## config.mk

```make
export PLATFORM = sky130hd
export DESIGN_NAME = pe_cell
export DESIGN_NICKNAME = d
export VERILOG_FILES = /design/src/rtl/pe_pkg.sv /design/src/rtl/pe_cell.sv
export SDC_FILE = /design/constraint.sdc
export NUM_CORES = 1
export LEC_CHECK = 0
export ABC_CLOCK_PERIOD_IN_PS = 2250
export BUFFER_PORTS_ARGS = -buffer_cell sky130_fd_sc_hd__buf_2
export CAP_MARGIN = 10
export CORE_AREA = 5 5 85 87
export CTS_BUF_LIST = sky130_fd_sc_hd__clkbuf_16
export DETAILED_ROUTE_END_ITERATION = 10
export DIE_AREA = 0 0 90 92
export HOLD_SLACK_MARGIN = 0.06
export PLACE_DENSITY = 0.84
export SYNTH_ARGS = -nofsm -noshare
export SYNTH_HDL_FRONTEND = slang
export SYNTH_SLANG_ARGS = --single-unit
```

## constraint.sdc

```tcl
create_clock -name clk -period 2.25 [get_ports clk]
set_input_delay 0.225 -clock clk [delete_from_list [all_inputs] [get_ports clk]]
set_output_delay 0.225 -clock clk [all_outputs]
set_load 0.005 [all_outputs]
```

## src/rtl/pe_pkg.sv

```systemverilog
// ----------------------------------------------------------------------------
// Palette extractor package
// Sizes and the word type that travels down the cell chain.
// ----------------------------------------------------------------------------
package pe_pkg;

	localparam int PALETTE_ENTRIES = 256;
	localparam int IDX_W           = $clog2(PALETTE_ENTRIES);
	localparam int CNT_W           = $clog2(PALETTE_ENTRIES + 1);
	localparam int RGB_W           = 24;
	localparam int ARGB_W          = 32;
	localparam int RIDX_W          = 8;
	localparam int OIDX_W          = 8;
	localparam int OCNT_W          = 9;

	localparam logic OP_PIXEL = 1'b0;
	localparam logic OP_READ  = 1'b1;

	// One word in flight along the chain. For a read, color starts at zero and
	// picks up the stored entry at the cell whose index matches.
	typedef struct packed {
		logic              vld;
		logic              rd;
		logic [RGB_W-1:0]  color;
		logic              last;
		logic [RIDX_W-1:0] ridx;
		logic              clr;
		logic              done;
		logic              hit;
		logic              added;
		logic [IDX_W-1:0]  idx;
	} pe_tok_t;

endpackage

```

## src/rtl/pe_cell.sv

```systemverilog
// ----------------------------------------------------------------------------
// Palette cell
// Holds one palette entry, matches, appends or reads it for the passing word.
// ----------------------------------------------------------------------------
module pe_cell import pe_pkg::*; (
	input  logic             clk,
	input  logic             arst_n,
	input  logic             advance,
	input  logic [IDX_W-1:0] cell_index,
	input  pe_tok_t          tok_in,
	output pe_tok_t          tok_out
);

	logic             valid_q;
	logic [RGB_W-1:0] color_q;
	pe_tok_t          tok_q;

	logic    pix;
	logic    live;
	logic    open;
	logic    match;
	logic    take;
	logic    rd_hit;
	pe_tok_t nxt;

	always_comb begin
		pix  = tok_in.vld && (tok_in.rd == OP_PIXEL);
		// A pixel that opens a new image empties every cell it passes.
		live = valid_q && !(pix && tok_in.clr);
		open = pix && !tok_in.hit && !tok_in.added;
		match = open && live && (color_q == tok_in.color);
		take  = open && !live;
		rd_hit = tok_in.vld && (tok_in.rd == OP_READ) && live
			&& ({{IDX_W{1'b0}}, tok_in.ridx} == {{RIDX_W{1'b0}}, cell_index});
		nxt = tok_in;
		if (match || take) begin
			nxt.idx = cell_index;
		end
		if (match) begin
			nxt.hit = 1'b1;
		end
		if (take) begin
			nxt.added = 1'b1;
		end
		if (rd_hit) begin
			nxt.hit   = 1'b1;
			nxt.color = color_q;
		end
	end

	always_ff @(posedge clk or negedge arst_n) begin
		if (!arst_n) begin
			valid_q   <= 1'b0;
			tok_q.vld <= 1'b0;
		end else if (advance) begin
			valid_q <= live || take;
			tok_q   <= nxt;
		end
	end

	always_ff @(posedge clk) begin
		if (advance && take) begin
			color_q <= tok_in.color;
		end
	end

	assign tok_out = tok_q;

endmodule

```

==> impl_results.md, run 1 <==
- Area growth syn-to-layout: 30.23%
- Fin nets: 342
- Compound-gate portion of the synthesized area: 0.009395
- Gate count of the mapped netlist: 165
- Post-placement cell area: 3721 um2
- Hold Buf Count CTS: 1
- Sequential share of power: 0.513
- Clk pwr share: 0.400
- Clock Latency Late Sink: 0.32 ns
- Period utilisation layout: 0.8469
- Comb power frac: 0.087
- DIE WIDTH: 90 um
- GRT Util Overall: 0.1619
- Root Buffer: clkbuf_16
- Top cells by area, synth: edfxtp_1, xnor2_1, mux2_1
- Post-synthesis xor/xnor area fraction: 0.09150
- Drt wl/cell: 18.06 um
- Worst-path clk slew: 0.06 ns
- Worst-margin pin slew: 0.5805 ns
- Worst Path Arrival: 1.97 ns
- Fin Clk Skew: 0.009070 ns
- Detail Placement HPWL: 4820 um
- Count leader, synth: edfxtp_1
- WL final: 6610 um
- Initial drt markers: 68
- Async set-reset flop share out of synthesis: 0.02778
- Status: finished, final reports clean
- Initial core utilization: 0.4879
- Fillers: 483
- H-tree levels: 3
- Vias per cell: 5.128
- Setup CP Type: reg -> reg
- Crit start category: register
- DRC viols: 0
- Setup TNS: 0 ns
- Count of pins over their slew limit: 0
- Core area: 6277 um2
- Die area: 8280 um2
- Worst stage delay on the critical path: 0.41 ns
- Post-CTS Setup Repair Bufs: 0
- Peak VDD IR: 0.5058 mV
- Post-CTS Resized: 0
- Synth top area share: 0.6863
- Post-Synth Simple-Gate Area: 0.06087
- Lkg Pwr: 1.588 nW
- Final Hold Vio Count: 0
- Worst path buffer plus inverter count: 0
- Initial antenna violation count: 0
- Total nets after synthesis: 223
- Ports: 105
- Critical path endpoint category: register
- Psw: 0.6460 mW
- Antenna viol nets, final: 0
- Mapped cell area: 3063 um2
- Worst hold slack: 0.07545 ns
- Final setup fails: 0
- Max Clock Freq: 0.5248 GHz
- Largest net degree at the start of global routing: 26
- Global-route wire length before repair: 10430 um
- Hold Path Class: in -> reg
- CP max FO: 8
- Sequential share of the synthesized area: 0.7026
- FP Rows: 29
- Synth area leader: edfxtp_1
- CTS tree: built
- Syn avg cell area: 18.56 um2
- Largest family of logic cells by synthesized area: multiplexers
- Min Tclk post-route: 1.905 ns
- DR pass1 iterations: 4
- Post-route cell area: 3989 um2
- Yosys Warn Count: 0
- Pint: 2.413 mW
- Post-Synth Adder-Cell Area: 0
- Max_slew headroom: 0.6130
- Congestion Overflow GR: 0
- Die height: 92 um
- Top_reg_cell synth: edfxtp_1
- EDFF count, synth: 70
- Top delay family on crit path: simple AND/OR/NAND/NOR gates
- Clk buf depth: 2
- GPL Wtd Cong: 0.8221
- CTS Sinks: 72
- CP required: 2.32 ns
- RSZ-0062 raised after global routing: no
- Fraction of layout instances using a drive strength above 1: 0.5087
- Switching share of power: 0.2112
- Post-layout util: 0.6354
- Mux cell area share after synthesis: 0.1311
- Critical Path, Cell by Cell: xnor2_1 -> nand4_1 -> nor4_4 -> a21oi_4 -> mux2_4
- Pwr dens: 766.9 nW/um2
- Max_cap viols: 0
- Vias in the first global route: 2072
- Number of synthesized register bits: 72
- Crit-path slowest cell: edfxtp_1
- Buffers on Ports: 104
- CTS Buf Count: 9
- N_diodes: 0
- Most instantiated cells after synthesis: edfxtp_1, xnor2_1, mux2_1
- Netlist cell types: 23
- Vias: 1877
[cells in the final DEF, fill, tap and decap left out, drive strengths merged]
| cell | n |
|---|---|
| nand3b | 2 |
| o21ai | 1 |
| clkbuf | 9 |
| mux2 | 33 |
| xnor2 | 31 |
| nor4b | 1 |
| inv | 3 |
| dfrtp | 2 |
| or2 | 1 |
| clkinv | 5 |
| xor2 | 1 |
| nor3 | 2 |
| nor4 | 1 |
| nand2 | 3 |
| and2 | 2 |
| edfxtp | 70 |
| dlygate4sd3 | 1 |
| a21boi | 1 |
| nand3 | 2 |
| a21oi | 1 |
| nand4 | 8 |
| buf | 109 |
[worst paths after layout]
check / startpoint / end / slack [ns] / cells past startpoint
min reg2reg: tok_out[46] / tok_out[46] / 0.53 / 1
max reg2reg: color_q[19] / tok_out[5] / 0.34 / 5
min: tok_in[10] / tok_out[10] / 0.08 / 1
max in group asynchronous: arst_n / tok_out[46] / 1.89 / 2
min in group asynchronous: arst_n / valid_q / 0.25 / 2
max: color_q[19] / tok_out[5] / 0.34 / 5
[routing by layer]
metal,part of all wire,GRT usage,wire [um]
met1,0.42,0.1973,2751
met2,0.49,0.2652,3239
met3,0.080,0.04992,532
met4,0.013,0.07320,87
met5,0,0,0
[registers in the layout, summed over array words and instances, names as in the netlist]
signal,flops
color_q,24
tok_out,47
valid_q,1
[power by group through the flow]
stage	registers (mW)	logic (mW)	clock network (mW)
after floorplan	1.61	0.0982	0
after global placement	1.59	0.257	0
after detailed placement	1.60	0.266	0
after CTS	1.57	0.269	1.25
after global routing	1.58	0.289	1.31
final	1.57	0.265	1.22
[layout make-up]
cell class	instances	area, um2	share of cell area
Inverter	1	3.754	0.0009410
Multi-Input combinational cell	90	898.4	0.2252
Clock buffer	9	225.2	0.05646
Timing Repair Buffer	110	580.6	0.1455
Clock inverter	7	32.53	0.008156
Sequential cell	72	2152	0.5395
Tap cell	77	96.34	0.02415
[worst reg2reg max path, stage by stage (launching register included)]
cell and delay, ns:
edfxtp_1 0.41, xnor2_1 0.19, nand4_1 0.17, nor4_4 0.37, a21oi_4 0.19, mux2_4 0.33
[metrics by stage]
| stage | setup WS [ns] | cells | power [mW] |
|---|---|---|---|
| floorplan | 0.2895 | 165 | 1.704 |
| global placement | 0.3971 | 349 | 1.852 |
| detailed placement | 0.3288 | 349 | 1.863 |
| CTS | 0.3150 | 366 | 3.093 |
| global route | 0.2077 | 366 | 3.180 |
| finish | 0.3445 | 366 | 3.059 |
[kinds of logic (layout without fill, tap and decap cells)]
group                     count (synthesis)  after routing
buffers and inverters                     3            127
and+or+nand+nor                          22             22
AOI/OAI and AO/OA                         3              3
xor gates and xnor gates                 32             32
muxes                                    33             33
DFF                                      72             72
Note: power is estimated with default switching activity, not from simulation.
==> run 2: changes to the inputs <==
Settings changed: ABC_CLOCK_PERIOD_IN_PS 2250 to 1800.
Clock period 2.25 ns to 1.8 ns, I/O delays scaled along.
==> impl_results.md, run 2 (synthesized netlist as in run 1, its figures left out) <==
- Detail Placement HPWL: 4801 um (-0.41%)
- Setup TNS: -0.7800 ns (-0.7800 ns)
- CTS tree: built
- Final setup fails: 8 (+8)
- Count of pins over their slew limit: 0 (unchanged)
- Fraction of layout instances using a drive strength above 1: 0.5102 (+0.001554)
- Area growth syn-to-layout: 33.78%
- DIE WIDTH: 90 um (unchanged)
- Critical Path, Cell by Cell: xnor2_1 -> nand4_2 -> nor4_4 -> a21oi_4 -> mux2_4
- Worst stage delay on the critical path: 0.40 ns (about the same)
- DR pass1 iterations: 4 (unchanged)
- Pwr dens: 934.3 nW/um2 (+22%)
- Place WS: -0.1101 ns (-0.4389 ns)
- Max Clock Freq: 0.5229 GHz (-0.36%)
- Vias in the first global route: 2004 (-3.3%)
- Worst-path clk slew: 0.05 ns (about the same)
- Clock Latency Late Sink: 0.32 ns (about the same)
- Critical path endpoint category: register
- CTS Buf Count: 9 (unchanged)
- Hold Path Class: in -> reg
- Initial drt markers: 82 (+21%)
- Status: complete, but fails checks
- DRC viols: 0 (unchanged)
- FP Rows: 29 (unchanged)
- Buffers on Ports: 104 (unchanged)
- Failing checks: negative setup slack
- Most frequent cells in the layout: buf_2, edfxtp_1, xnor2_1, mux2_1, clkbuf_16
- Largest net degree at the start of global routing: 36 (+38%)
- Hold Crit Start: tok_in[31]
- Worst setup startpoint: color_q[7]
- Ports: 105 (unchanged)
- WL final: 6639 um (+0.44%)
- Initial core utilization: 0.4879 (unchanged)
- Max reg flops: 47 (unchanged)
- Max_cap viols: 0 (unchanged)
- Lkg Pwr: 1.634 nW (+2.9%)
- CTS Sinks: 72 (unchanged)
- Crit start category: register
- Worst Path Arrival: 1.98 ns (about the same)
- GRT Util Overall: 0.1610 (-0.0008547)
- Die height: 92 um (unchanged)
- Global-route wire length before repair: 10460 um (+0.34%)
- Drt wl/cell: 17.89 um (-0.91%)
- Period utilisation layout: 1.062 (+0.2156)
- Antenna viol nets, final: 0 (unchanged)
- Min Tclk post-route: 1.912 ns (+0.006980 ns)
- Max_slew headroom: 0.7082 (+0.09517)
- CP max FO: 8 (unchanged)
- Fillers: 472 (-2.3%)
- Vias per cell: 5.067 (-1.2%)
- Congestion Overflow GR: 0 (unchanged)
- Initial antenna violation count: 0 (unchanged)
- Final WS setup: -0.1124 ns (-0.4570 ns)
- Vias: 1880 (+0.16%)
- Clk buf depth: 2 (unchanged)
- Peak VDD IR: 0.6467 mV (+28%)
- N_diodes: 0 (unchanged)
- Fin nets: 347 (+1.5%)
- Worst-margin pin slew: 0.4368 ns (-0.1437 ns)
- H-tree levels: 3 (unchanged)
- Root Buffer: clkbuf_16
- Final Hold Vio Count: 0 (unchanged)
- Worst r2r src: color_q[7]
- CP required: 1.86 ns (-0.46 ns)
- Core area: 6277 um2 (unchanged)
- RSZ-0062 raised after global routing: yes
- Fin Clk Skew: 0.008710 ns (-0.0003600 ns)
- Commonest non-fill, non-tap cell in the layout: buf_2
- Setup CP Type: reg -> reg
- Crit-path slowest cell: edfxtp_1
- GPL Wtd Cong: 0.7966 (-3.1%)
- Die area: 8280 um2 (unchanged)
## run 2: cell types whose count changed in the layout (fill, tap and decap cells not counted)
cell and delta:
clkinvlp_4 +1, buf_4 -2, clkinv_2 -3, dlygate4sd3_1 +4, and2_2 +1, buf_12 +3, xnor2_1 -3, inv_1 +1
and2_1 -1, clkinv_1 +1, xnor2_2 +3
## run 2: critical path, delay by kind of cell, from the launching register on
kind,cells,cell delay (ns)
muxes,1,0.34
and+or+nand+nor,2,0.52
xor gates and xnor gates,1,0.21
DFF,1,0.40
AOI/OAI and AO/OA,1,0.19
## run 2: cell type report
type / instances / area, um2 / area share
clock buffers: 9 / 225.2 / 0.05496
clock inverters: 7 / 32.53 / 0.007939
inverters: 1 / 3.754 / 0.0009160
multi-input cells: 90 / 922.1 / 0.2250
flip-flops and latches: 72 / 2152 / 0.5252
well taps: 77 / 96.34 / 0.02351
repair buffers: 115 / 665.6 / 0.1624
## run 2: report_power, final
part           internal, mW  switching, mW
combinational         0.183          0.162
sequential             1.94         0.0275
clock                 0.906          0.614
total                  3.02          0.804
## run 2: worst paths after layout
kind / endpoint / slack (ns) / cells after the start
min in group asynchronous: tok_out[46] / 0.19 / 2
worst min register to register: tok_out[46] / 0.51 / 1
max in group asynchronous: valid_q / 1.51 / 2
worst max-delay path: tok_out[2] / -0.11 / 5
worst max register to register: tok_out[2] / -0.11 / 5
worst min-delay path: color_q[10] / 0.07 / 1
## run 2: repair_timing
item	4_1_cts	5_1_grt
cloned	0	0
endpoints found under the setup margin	8	8
pin swaps	5	6
resized for setup	2	1
hold buffers	5	0
endpoints found under the hold margin	6	0
buffers inserted	1	0
## run 2: routing by layer
layer | routed length (um) | vias up | share of wire | GRT usage
li1 | - | 888 | - | -
met1 | 2893 | 892 | 0.44 | 0.2045
met2 | 3167 | 90 | 0.48 | 0.2567
met3 | 494 | 10 | 0.074 | 0.05074
met4 | 84 | 0 | 0.013 | 0.06700
met5 | 0 | - | 0 | 0
## run 2: through the flow
stage / total power, mW / instance area, um2 / hold WS, ns / utilization / std cells
floorplan: 2.130 / 3064 / -0.1156 / - / 165
global placement: 2.318 / 3760 / -0.02511 / 0.5990 / 349
detailed placement: 2.332 / 3760 / -0.02362 / 0.5990 / 349
CTS: 3.872 / 4090 / 0.06140 / 0.6516 / 371
global route: 3.984 / 4098 / 0.06163 / 0.6528 / 371
finish: 3.828 / 4098 / 0.07214 / 0.6528 / 371
