==> config.mk <==
export PLATFORM = sky130hd
export DESIGN_NAME = pe_tail
export DESIGN_NICKNAME = d
export VERILOG_FILES = /design/src/rtl/pe_pkg.sv /design/src/rtl/pe_tail.sv
export SDC_FILE = /design/constraint.sdc
export NUM_CORES = 1
export LEC_CHECK = 0
export BUFFER_PORTS_ARGS = -buffer_cell sky130_fd_sc_hd__buf_2
export CORE_AREA = 2 2 79 74
export CTS_CLUSTER_DIAMETER = 30
export DETAILED_ROUTE_END_ITERATION = 16
export DIE_AREA = 0 0 81 76
export PLACE_DENSITY = 0.74
export RECOVER_POWER = 50
export SLEW_MARGIN = 30
export SYNTH_ARGS = -nofsm -noshare
export SYNTH_HDL_FRONTEND = slang
export SYNTH_SLANG_ARGS = --single-unit
==> constraint.sdc <==
create_clock -name clk -period 1.95 [get_ports clk]
set_input_delay 0.0975 -clock clk [delete_from_list [all_inputs] [get_ports clk]]
set_output_delay 0.0975 -clock clk [all_outputs]
set_load 0.03 [all_outputs]
==> src/rtl/pe_pkg.sv <==
// ----------------------------------------------------------------------------
// Palette extractor package
// Sizes and the word type that travels down the cell chain.
// ----------------------------------------------------------------------------
package pe_pkg;

	localparam int PALETTE_ENTRIES = 256;
	localparam int IDX_W           = $clog2(PALETTE_ENTRIES);
	localparam int CNT_W           = $clog2(PALETTE_ENTRIES + 1);
	localparam int RGB_W           = 24;
	localparam int ARGB_W          = 32;
	localparam int RIDX_W          = 8;
	localparam int OIDX_W          = 8;
	localparam int OCNT_W          = 9;

	localparam logic OP_PIXEL = 1'b0;
	localparam logic OP_READ  = 1'b1;

	// One word in flight along the chain. For a read, color starts at zero and
	// picks up the stored entry at the cell whose index matches.
	typedef struct packed {
		logic              vld;
		logic              rd;
		logic [RGB_W-1:0]  color;
		logic              last;
		logic [RIDX_W-1:0] ridx;
		logic              clr;
		logic              done;
		logic              hit;
		logic              added;
		logic [IDX_W-1:0]  idx;
	} pe_tok_t;

endpackage

==> src/rtl/pe_tail.sv <==
// ----------------------------------------------------------------------------
// Palette tail stage
// Keeps the color count and overflow flag and registers the result word.
// ----------------------------------------------------------------------------
module pe_tail import pe_pkg::*; (
	input  logic              clk,
	input  logic              arst_n,
	input  logic              advance,
	input  pe_tok_t           tok_in,
	output logic              out_valid,
	output logic [OIDX_W-1:0] entry_index,
	output logic              was_found,
	output logic              was_added,
	output logic              overflowed,
	output logic [OCNT_W-1:0] color_count,
	output logic [RGB_W-1:0]  entry_color,
	output logic              image_complete
);

	logic [CNT_W-1:0] count_q;
	logic             ovf_q;
	logic             out_valid_q;
	logic [OIDX_W-1:0] entry_index_q;
	logic             was_found_q;
	logic             was_added_q;
	logic             overflowed_q;
	logic [OCNT_W-1:0] color_count_q;
	logic [RGB_W-1:0] entry_color_q;
	logic             image_complete_q;

	logic               pix;
	logic [CNT_W-1:0]   cnt_base;
	logic               ovf_base;
	logic [CNT_W-1:0]   cnt_nxt;
	logic               ovf_nxt;
	logic               found_o;
	logic               added_o;
	logic [IDX_W+7:0]   idx_ext;
	logic [CNT_W+8:0]   cnt_ext;
	logic [OIDX_W-1:0]  index_o;

	always_comb begin
		pix      = tok_in.vld && (tok_in.rd == OP_PIXEL);
		cnt_base = (pix && tok_in.clr) ? '0 : count_q;
		ovf_base = (pix && tok_in.clr) ? 1'b0 : ovf_q;
		cnt_nxt  = cnt_base;
		ovf_nxt  = ovf_base;
		found_o  = pix && !ovf_base && tok_in.hit;
		added_o  = pix && !ovf_base && tok_in.added;
		if (added_o) begin
			cnt_nxt = cnt_base + CNT_W'(1);
		end else if (pix && !ovf_base && !tok_in.hit) begin
			// Unmatched and no cell left open: the palette is full.
			ovf_nxt = 1'b1;
		end
		idx_ext = {8'b0, tok_in.idx};
		cnt_ext = ovf_nxt ? '0 : {9'b0, cnt_nxt};
		if (!pix) begin
			index_o = tok_in.ridx;
		end else if (found_o || added_o) begin
			index_o = idx_ext[OIDX_W-1:0];
		end else begin
			index_o = '0;
		end
	end

	always_ff @(posedge clk or negedge arst_n) begin
		if (!arst_n) begin
			count_q     <= '0;
			ovf_q       <= 1'b0;
			out_valid_q <= 1'b0;
		end else if (advance) begin
			out_valid_q <= tok_in.vld;
			if (tok_in.vld) begin
				count_q <= cnt_nxt;
				ovf_q   <= ovf_nxt;
			end
		end
	end

	always_ff @(posedge clk) begin
		if (advance) begin
			entry_index_q    <= index_o;
			was_found_q      <= found_o;
			was_added_q      <= added_o;
			overflowed_q     <= ovf_nxt;
			color_count_q    <= cnt_ext[OCNT_W-1:0];
			entry_color_q    <= tok_in.color;
			image_complete_q <= pix ? tok_in.last : tok_in.done;
		end
	end

	assign out_valid      = out_valid_q;
	assign entry_index    = entry_index_q;
	assign was_found      = was_found_q;
	assign was_added      = was_added_q;
	assign overflowed     = overflowed_q;
	assign color_count    = color_count_q;
	assign entry_color    = entry_color_q;
	assign image_complete = image_complete_q;

	a_ovf_full: assert property (@(posedge clk) disable iff (!arst_n)
		ovf_q |-> (count_q == CNT_W'(PALETTE_ENTRIES)))
		else $error("overflow flag set with palette not full");

	a_cnt_range: assert property (@(posedge clk) disable iff (!arst_n)
		count_q <= CNT_W'(PALETTE_ENTRIES))
		else $error("color count beyond palette size");

	a_hit_add: assert property (@(posedge clk) disable iff (!arst_n)
		(advance && tok_in.vld) |-> !(tok_in.hit && tok_in.added))
		else $error("word both matched and appended");

endmodule

==> results of run 1 <==
==> cell families (layout without fill, tap and decap cells) <==
logic type                 after synthesis  after routing  share of synthesized area, %
muxes                                    4              4                          1.71
AOI/OAI and AO/OA                       26             26                          8.45
DFF                                     56             56                          69.6
and+or+nand+nor                         62             62                          15.7
xor gates and xnor gates                 7              7                          2.62
adders and majority gates                1              1                         0.535
buffers and inverters                    6            134                          1.44
==> report_power, final <==
group          leakage (nW)  switching (mW)  internal (mW)
combinational         0.791           0.336          0.190
sequential            0.587          0.0422           1.40
clock                0.0414           0.364          0.256
total                  1.42           0.742           1.85
==> flip-flops by register name, indices dropped and copies added, names as in the netlist <==
name	count
overflowed	1
entry_color	24
was_found	1
count_q	9
ovf_q	1
entry_index	8
was_added	1
image_complete	1
out_valid	1
color_count	9
==> area by class of cell <==
type,count,area (um2)
Fill cell,462,2160
Sequential cell,56,1630
Timing Repair Buffer,125,754
Multi-Input combinational cell,100,678
Tap cell,70,87.6
Clock buffer,6,72.6
Clock inverter,2,16.3
Inverter,1,3.75
==> metal layers <==
| metal | up-vias | share of wire (%) | global-route usage, % |
|---|---|---|---|
| met5 | - | 0 | 0 |
| met1 | 857 | 42 | 25.1 |
| li1 | 866 | - | - |
| met3 | 8 | 8.3 | 4.15 |
| met4 | 0 | 0.87 | 6.61 |
| met2 | 94 | 49 | 35.2 |
==> layout by cell type (no fill, tap or decap), types with 2 or more instances in the layout <==
cell and count:
sky130_fd_sc_hd__dlygate4sd3_1 25, sky130_fd_sc_hd__nand3_1 2, sky130_fd_sc_hd__xnor2_1 3, sky130_fd_sc_hd__a22o_1 12, sky130_fd_sc_hd__nor2_1 13, sky130_fd_sc_hd__dfrtp_1 11, sky130_fd_sc_hd__clkbuf_8 5, sky130_fd_sc_hd__buf_2 91
sky130_fd_sc_hd__and4_4 3, sky130_fd_sc_hd__nor3_2 2, sky130_fd_sc_hd__nand4_1 2, sky130_fd_sc_hd__mux2i_1 4, sky130_fd_sc_hd__and3_1 5, sky130_fd_sc_hd__o21ai_0 4, sky130_fd_sc_hd__and2_1 5, sky130_fd_sc_hd__nand2b_1 4
sky130_fd_sc_hd__edfxtp_1 45, sky130_fd_sc_hd__nand2_1 16, sky130_fd_sc_hd__xor2_1 4, sky130_fd_sc_hd__o21ai_1 2, sky130_fd_sc_hd__clkbuf_1 6, sky130_fd_sc_hd__nor2b_1 2, sky130_fd_sc_hd__o211ai_1 3, sky130_fd_sc_hd__buf_4 4
==> worst max-delay path, delay by kind of cell, from the launching register on <==
family / cells / cell delay [ns]
XOR/XNOR: 1 / 0.13
adder cells (fa/ha/maj): 1 / 0.17
AND/OR/NAND/NOR: 4 / 0.78
flip-flops: 1 / 0.40
==> final timing paths <==
path / endpoint / slack, ns / depth (start not counted)
max: color_count[4]$_SDFFCE_PP0P_ / 0.24 / 6
min: entry_index[1]$_DFFE_PP_ / 0.08 / 2
max reg2reg: color_count[4]$_SDFFCE_PP0P_ / 0.24 / 6
min reg2reg: count_q[0]$_DFFE_PN0P_ / 0.52 / 1
max in group asynchronous: count_q[2]$_DFFE_PN0P_ / 1.24 / 2
min in group asynchronous: count_q[1]$_DFFE_PN0P_ / 0.31 / 2
==> results by stage, run 1 <==
Synthesis:
- Sequential elements use 69.6% of the synthesized area.
- Of all cell types, the one taking the most synthesized area is sky130_fd_sc_hd__edfxtp_1.
- The number of nets in the synthesized netlist is 213.
- The area fraction of the dominant cell type after synthesis is 57.8%.
- Among all flip-flop cells after synthesis, the most frequent one is sky130_fd_sc_hd__edfxtp_1.
- The post-synthesis instance area is 0.00234 mm2.
- The commonest cells after synthesis are sky130_fd_sc_hd__edfxtp_1 (45), sky130_fd_sc_hd__nand2_1 (16), sky130_fd_sc_hd__nor2_1 (13).
- Yosys printed 0 warnings.
- Yosys mapped the design onto 36 distinct sky130hd cell types.
- The synthesized design contains 45 enable-type register cells.
- The number of cells produced by synthesis is 162.
- The async set-reset flop share out of synthesis is 19.6%.
- sky130_fd_sc_hd__edfxtp_1 is the most common cell in the netlist.
- A synthesized cell averages 14.4 um2.
- Sorting the synthesized cells by area gives the leading types as sky130_fd_sc_hd__edfxtp_1 (58%), sky130_fd_sc_hd__dfrtp_1 (12%), sky130_fd_sc_hd__a22o_1 (4.5%).
- The synthesized flop and latch total is 56.

Critical path:
- In this run the critical register-to-register path is launched from count_q[0]$_DFFE_PN0P_.
- Of all nets on the critical path, the largest fanout is 4.
- The critical path starts at count_q[0]$_DFFE_PN0P_.
- The cell type of the slowest stage on the worst timing path is sky130_fd_sc_hd__dfrtp_1.
- The required time reported for the critical path endpoint is 2.01 ns.
- In this design, the stage delay of the slowest critical-path cell is 0.40 ns.
- The sort of element at the start of the critical path is a flip-flop.
- At the worst endpoint, the arrival time is 1.77 ns.
- The signal on the critical path passes through and2_1 -> ha_1 -> and4bb_1 -> and4_4 -> xor2_1 -> nor2_1.
- The critical path is of the flip-flop to flip-flop type.
- The worst setup path is captured at a flip-flop.

GRT:
- The number of global-route vias before repair came to 1869.
- The largest net degree at the start of global routing is 26.
- The overall routing resource usage is 20.3%.
- The number of antenna violations at the first check in global routing came to 0.
- Global routing finished with a remaining overflow of 0.
- The first global-routing pass estimated 9390 um of wire.

Clock tree:
- Clock-pin slew was measured on the worst setup and hold paths at 0.10 ns.
- TritonCTS built the clock tree.
- The later pin in the worst-skew pair is clocked with a latency of 0.30 ns.
- Clock tree synthesis found a total of 56 sinks.
- The longest clock path from root to sink contains 2 buffers.
- The number of hold buffers added after cts is 25.
- The post-cts resize count is 0.
- TritonCTS created 5 clock buffers.
- The buffers inserted during post-CTS setup optimization is 0.
- The tree is rooted in a sky130_fd_sc_hd__clkbuf_8.
- The H-tree generated during clock tree synthesis spans 2 levels.

Drt:
- The routed wire length is 5990 um.
- The first TritonRoute pass finished after 4 iterations.
- In the final routed layout, each cell accounts on average for 16.6 um.
- The DRC violation count after routing is 0.
- Dividing the detail-routed via count by the number of cells gives 5.07.
- The violation count after the first detailed-route iteration is 57.
- The routed layout has 1825 vias.
- In this run the remaining antenna-violating nets after routing total 0.

Die:
- The starting density of the core is 43.3%.
- The total die area is 0.00616 mm2.
- The floorplan die width is 81 um.
- 96 I/O pins were placed.
- The core area is 0.00540 mm2.
- The floorplan has 26 rows.
- In this run the vertical extent of the chip is 76 um.

Finish:
- From synthesis to final layout, the design area changed by 38.5%.
- Excluding fillers, the count of instances in the completed layout stands at 360.
- For this run, the post-layout net count is 340.
- Cells fill 60.0% of the core in the end.
- The finished cells cover 0.00324 mm2.
- In the final layout, the share of cells above drive strength 1 is 38.3%.
- The repair_antennas step left the layout with diodes totalling 0.

Hold path:
- The start point of the worst hold path is tok_in[1].
- The kind of path behind the tightest hold check is primary input to flip-flop.

STA:
- Derived from the worst setup path, the maximum achievable clock frequency is 0.585 GHz.
- Across all hold checks on the routed design, the worst slack comes to 0.0757 ns.
- After layout, the minimum clock period comes to 1.71 ns.
- The hold violation total from the final report is 0.
- The setup TNS is 0 ns.
- Setup repair after global routing left no endpoint under its margin.
- The worst path setup slack after routing is 0.239 ns.
- Dividing the final minimum period by the clock period gives 87.7%.
- Headroom to the max-slew limit came out at 19.2%.
- Setup violations remaining at the end of the flow were counted as 0.
- At the pin with the least slew margin, the transition time is 1.21 ns.
- The number of max-slew violations in the final report was 0.
- Clock skew on the completed layout was measured at 0.00516 ns.

Place:
- The number of placed cells counting well taps is 327.
- Summing all placed instances gives a cell area of 0.00291 mm2.
- The post-placement worst setup slack is 0.197 ns.
- The final RePlAce weighted congestion is 0.873.
- The final HPWL from detailed placement is 3880 um.
- The count of buffers inserted at the top-level ports is 95.

Power and ir drop:
- The worst-case IR drop observed on VDD is 0.340 mV.
- The total leakage power is 1.42 nW.
- The cell area power density is 800 mW/mm2.
- Total power for the finished layout comes to 2.59 mW.

Outcome:
- The run finished with clean final reports.

Run:
- The number of max-cap violations is 0.
Power figures use the tool's default switching activity.
==> inputs of run 2 (changes only) <==
--- a/config.mk
+++ b/config.mk
@@ -7,6 +7,7 @@
 export LEC_CHECK = 0
 export BUFFER_PORTS_ARGS = -buffer_cell sky130_fd_sc_hd__buf_2
 export CORE_AREA = 2 2 79 74
+export CTS_BUF_LIST = sky130_fd_sc_hd__clkbuf_2 sky130_fd_sc_hd__clkbuf_4 sky130_fd_sc_hd__clkbuf_8
 export CTS_CLUSTER_DIAMETER = 30
 export DETAILED_ROUTE_END_ITERATION = 16
 export DIE_AREA = 0 0 81 76
==> run 2 against run 1 <==
Against the previous run:
- largest power group unchanged
- power up 0.57%
- non-clock buffer count is the same
- critical endpoint unchanged
- largest cell class unchanged
- worst hold slack worse by 0.00087 ns
- cell count did not move
- wire length barely moved
- core utilization up 0.070 points
- via count down 0.82%
- first-iteration DRC count grew 28%
- count of clock-buffer cells in the layout is the same
- clock skew hardly changed
==> results by stage, run 2 (same netlist as run 1, synthesis figures left out) <==
Critical path:
- The arrival time reported for the critical path endpoint is 1.77 ns (about the same).
- The startpoint of the worst-slack reg-to-reg timing path is count_q[0]$_DFFE_PN0P_ (unchanged).
- The highest fanout seen on the critical path is 4 (unchanged).
- The endpoint of the most critical setup path is color_count[4]$_SDFFCE_PP0P_ (unchanged).
- The critical path start-end classification is flip-flop to flip-flop (unchanged).
- Chain of cells forming the critical path: and2_1 -> ha_1 -> and4bb_1 -> and4_4 -> xor2_1 -> nor2_1 (unchanged).
- The origin of the worst setup path is count_q[0]$_DFFE_PN0P_ (unchanged).
- The nature of the critical path endpoint is a flip-flop (unchanged).
- The count of buffering cells on the critical path with inverters included is 0 (unchanged).
- The reg-to-reg critical path endpoint is color_count[4]$_SDFFCE_PP0P_ (unchanged).
- The largest stage delay on the critical path is 0.40 ns (about the same).
- The required time reported for the critical path endpoint is 2.01 ns (about the same).
- The kind of cell adding the most delay to the critical path is simple AND/OR/NAND/NOR gates (unchanged).
- The cell type of the slowest stage on the worst timing path is sky130_fd_sc_hd__dfrtp_1 (unchanged).
- The number of logic stages on the critical path including buffering is 6 (unchanged).
- The worst reg-to-reg path cell count was 6 (unchanged).
- The sort of element at the start of the critical path is a flip-flop (unchanged).
- The register-to-register setup slack is 0.24 ns (about the same).

Clock tree:
- The CTS sink count came to 56 (unchanged).
- The master cell of the clock root buffer was sky130_fd_sc_hd__clkbuf_8 (unchanged).
- The clock latency of the later-clocked register in the worst-skew pair is 0.30 ns (about the same).
- The maximum clock path buffer count was 2 (unchanged).
- The buffers inserted during post-CTS setup optimization is 0 (unchanged).
- The maximum level of the CTS H-tree is 2 (unchanged).
- The clock transition at the registers of the reported paths is 0.10 ns (about the same).
- The number of buffers created by CTS was 5 (unchanged).
- The TritonCTS clock tree is done (unchanged).

Drt:
- The routed wire length is 5980 um (was 5990 um).
- The DRC violation count after routing is 0 (unchanged).
- The average wire length per cell after detail routing is 16.6 um (about the same).
- The total iterations of the first detailed-routing run was 4 (unchanged).
- The violation count after the first detailed-route iteration was 73 (was 57).
- The mean number of vias per cell is 5.03 (was 5.07).
- The post-detailed-route count of antenna-violating nets was 0 (unchanged).
- The total via count after detailed routing was 1810 (was 1825).

Finish:
- The most common cell after layout, fill and taps aside is sky130_fd_sc_hd__buf_2 (unchanged).
- The share of final-layout standard cells stronger than drive strength 1 is 38.6% (was 38.3%).
- Most frequent cells in the layout: sky130_fd_sc_hd__buf_2 (91), sky130_fd_sc_hd__edfxtp_1 (45), sky130_fd_sc_hd__dlygate4sd3_1 (25), sky130_fd_sc_hd__nand2_1 (16), sky130_fd_sc_hd__nor2_1 (13) (unchanged).
- The number of nets in the layout is 340 (unchanged).
- The number of diodes added for antenna fixing is 0 (unchanged).
- The core occupancy in the finished layout is 60.1% (was 60.0%).
- The relative area change from synthesis to final layout is 38.7% (was 38.5%).
- The count of fill cells added during filler insertion came to 462 (unchanged).
- The number of flip-flops under the largest register name was 24 (unchanged).

Hold path:
- The kind of path behind the tightest hold check is primary input to flip-flop (unchanged).

GRT:
- The aggregate global routing overflow was 0 (unchanged).
- The largest net degree at the start of global routing was 26 (unchanged).
- The number of global-route vias before repair is 1867 (was 1869).
- The overall routing resource usage is 20.1% (was 20.3%).
- The global-route wire length before repair was 9330 um (was 9390 um).
- The number of antenna violations at the first check in global routing is 0 (unchanged).

STA:
- The number of max-slew violations in the final report is 0 (unchanged).
- The hold violation total from the final report is 0 (unchanged).
- The final number of setup-violating endpoints is 0 (unchanged).
- The final-layout worst hold slack came to 0.0748 ns (was 0.0757 ns).
- RSZ-0062 raised after global routing: no (unchanged).
- The setup TNS came to 0 ns (unchanged).
- The maximum frequency from static timing analysis is 0.584 GHz (was 0.585 GHz).
- The post-route minimum period is 1.71 ns (about the same).
- The largest clock skew in the final design was 0.00557 ns (was 0.00516 ns).
- The worst-case headroom to the max-slew limit came to 19.2% (about the same).
- The period utilization is 87.8% (was 87.7%).
- The actual transition at the worst max-transition pin is 1.21 ns (about the same).

Die:
- The floorplan die width is 81 um (unchanged).
- The number of standard-cell rows in the floorplan is 26 (unchanged).
- The core area is 0.00540 mm2 (unchanged).
- The starting density of the core is 43.3% (unchanged).
- The die height was 76 um (unchanged).
- The total die area is 0.00616 mm2 (unchanged).
- The number of top-level pins was 96 (unchanged).

Power and ir drop:
- The cell-internal power is 1.86 mW (was 1.85 mW).
- The total leakage power is 1.42 nW (about the same).
- The part of the total power dissipated in the clock network is 24.4% (was 23.9%).
- The relative contribution of sequential cells to total power came to 55.4% (was 55.8%).
- The worst voltage drop across the vdd grid came to 0.340 mV (about the same).
- The switching fraction of total power is 28.5% (was 28.6%).
- The combinational fraction of design power is 20.2% (was 20.3%).
- The cell area power density is 803 mW/mm2 (was 800 mW/mm2).
- The switching power is 743 uW (was 742 uW).

Run:
- The number of max-cap violations is 0 (unchanged).

Place:
- The final RePlAce weighted congestion is 0.873 (unchanged).
- The final HPWL from detailed placement is 3880 um (unchanged).
- The count of buffers inserted at the top-level ports came to 95 (unchanged).

Outcome:
- Run status: complete, no violations (unchanged).
-- run 2: layout make-up --
cell class / count / area (um2) / share of cell area, %
multi-input cells: 100 / 678 / 20.9
repair buffers: 125 / 754 / 23.3
flip-flops and latches: 56 / 1630 / 50.2
clock buffers: 6 / 76.3 / 2.35
inverters: 1 / 3.75 / 0.116
well taps: 70 / 87.6 / 2.70
clock inverters: 2 / 16.3 / 0.502
-- run 2: through the flow --
step / cells / power (mW) / worst slack, ns / area [um2]
final: 360 / 2.61 / 0.238 / 3240
after detailed placement: 327 / 1.95 / 0.197 / 2910
after global routing: 360 / 2.72 / 0.157 / 3240
after CTS: 360 / 2.63 / 0.245 / 3250
after global placement: 327 / 1.94 / 0.236 / 2910
after floorplan: 162 / 1.76 / 0.320 / 2340
-- run 2: worst min-delay path by stage --
stage | from | slack [ns] | endpoint | cells past startpoint
finish | tok_in[1] | 0.07 | entry_index[1]$_DFFE_PP_ | 2
global route | tok_in[5] | 0.06 | entry_index[5]$_DFFE_PP_ | 2
CTS | tok_in[1] | 0.06 | entry_index[1]$_DFFE_PP_ | 2
detailed placement | arst_n | -0.02 | count_q[1]$_DFFE_PN0P_ | 1
global placement | arst_n | -0.01 | count_q[5]$_DFFE_PN0P_ | 1
floorplan | arst_n | -0.20 | count_q[0]$_DFFE_PN0P_ | 0
-- run 2: power groups by stage --
stage / clock [mW] / combinational (mW) / sequential, mW
after floorplan: 0 / 0.130 / 1.63
after global placement: 0 / 0.479 / 1.46
after detailed placement: 0 / 0.486 / 1.47
after CTS: 0.663 / 0.526 / 1.44
after global routing: 0.700 / 0.569 / 1.45
final: 0.636 / 0.526 / 1.44
-- run 2: layer usage --
metal  share of wire, %  wire, um  vias to the layer above  track usage [%]
met5                  0         0                        -                0
met4                1.3        75                        0             6.61
met3                8.0       481                       12             4.03
met2                 49      2920                       92             34.9
met1                 42      2510                      837             24.9
li1                   -         -                      869                -
-- run 2: worst reg2reg max path, stage by stage, from the launching register on --
cell and delay [ns]:
sky130_fd_sc_hd__dfrtp_1 0.40, sky130_fd_sc_hd__and2_1 0.18, sky130_fd_sc_hd__ha_1 0.17, sky130_fd_sc_hd__and4bb_1 0.29
sky130_fd_sc_hd__and4_4 0.26, sky130_fd_sc_hd__xor2_1 0.13, sky130_fd_sc_hd__nor2_1 0.05
-- run 2: what timing repair did --
item | in CTS | in global routing
hold buffers | 25 | 0
resized for setup | 0 | 0
hold endpoints to repair | 35 | 0
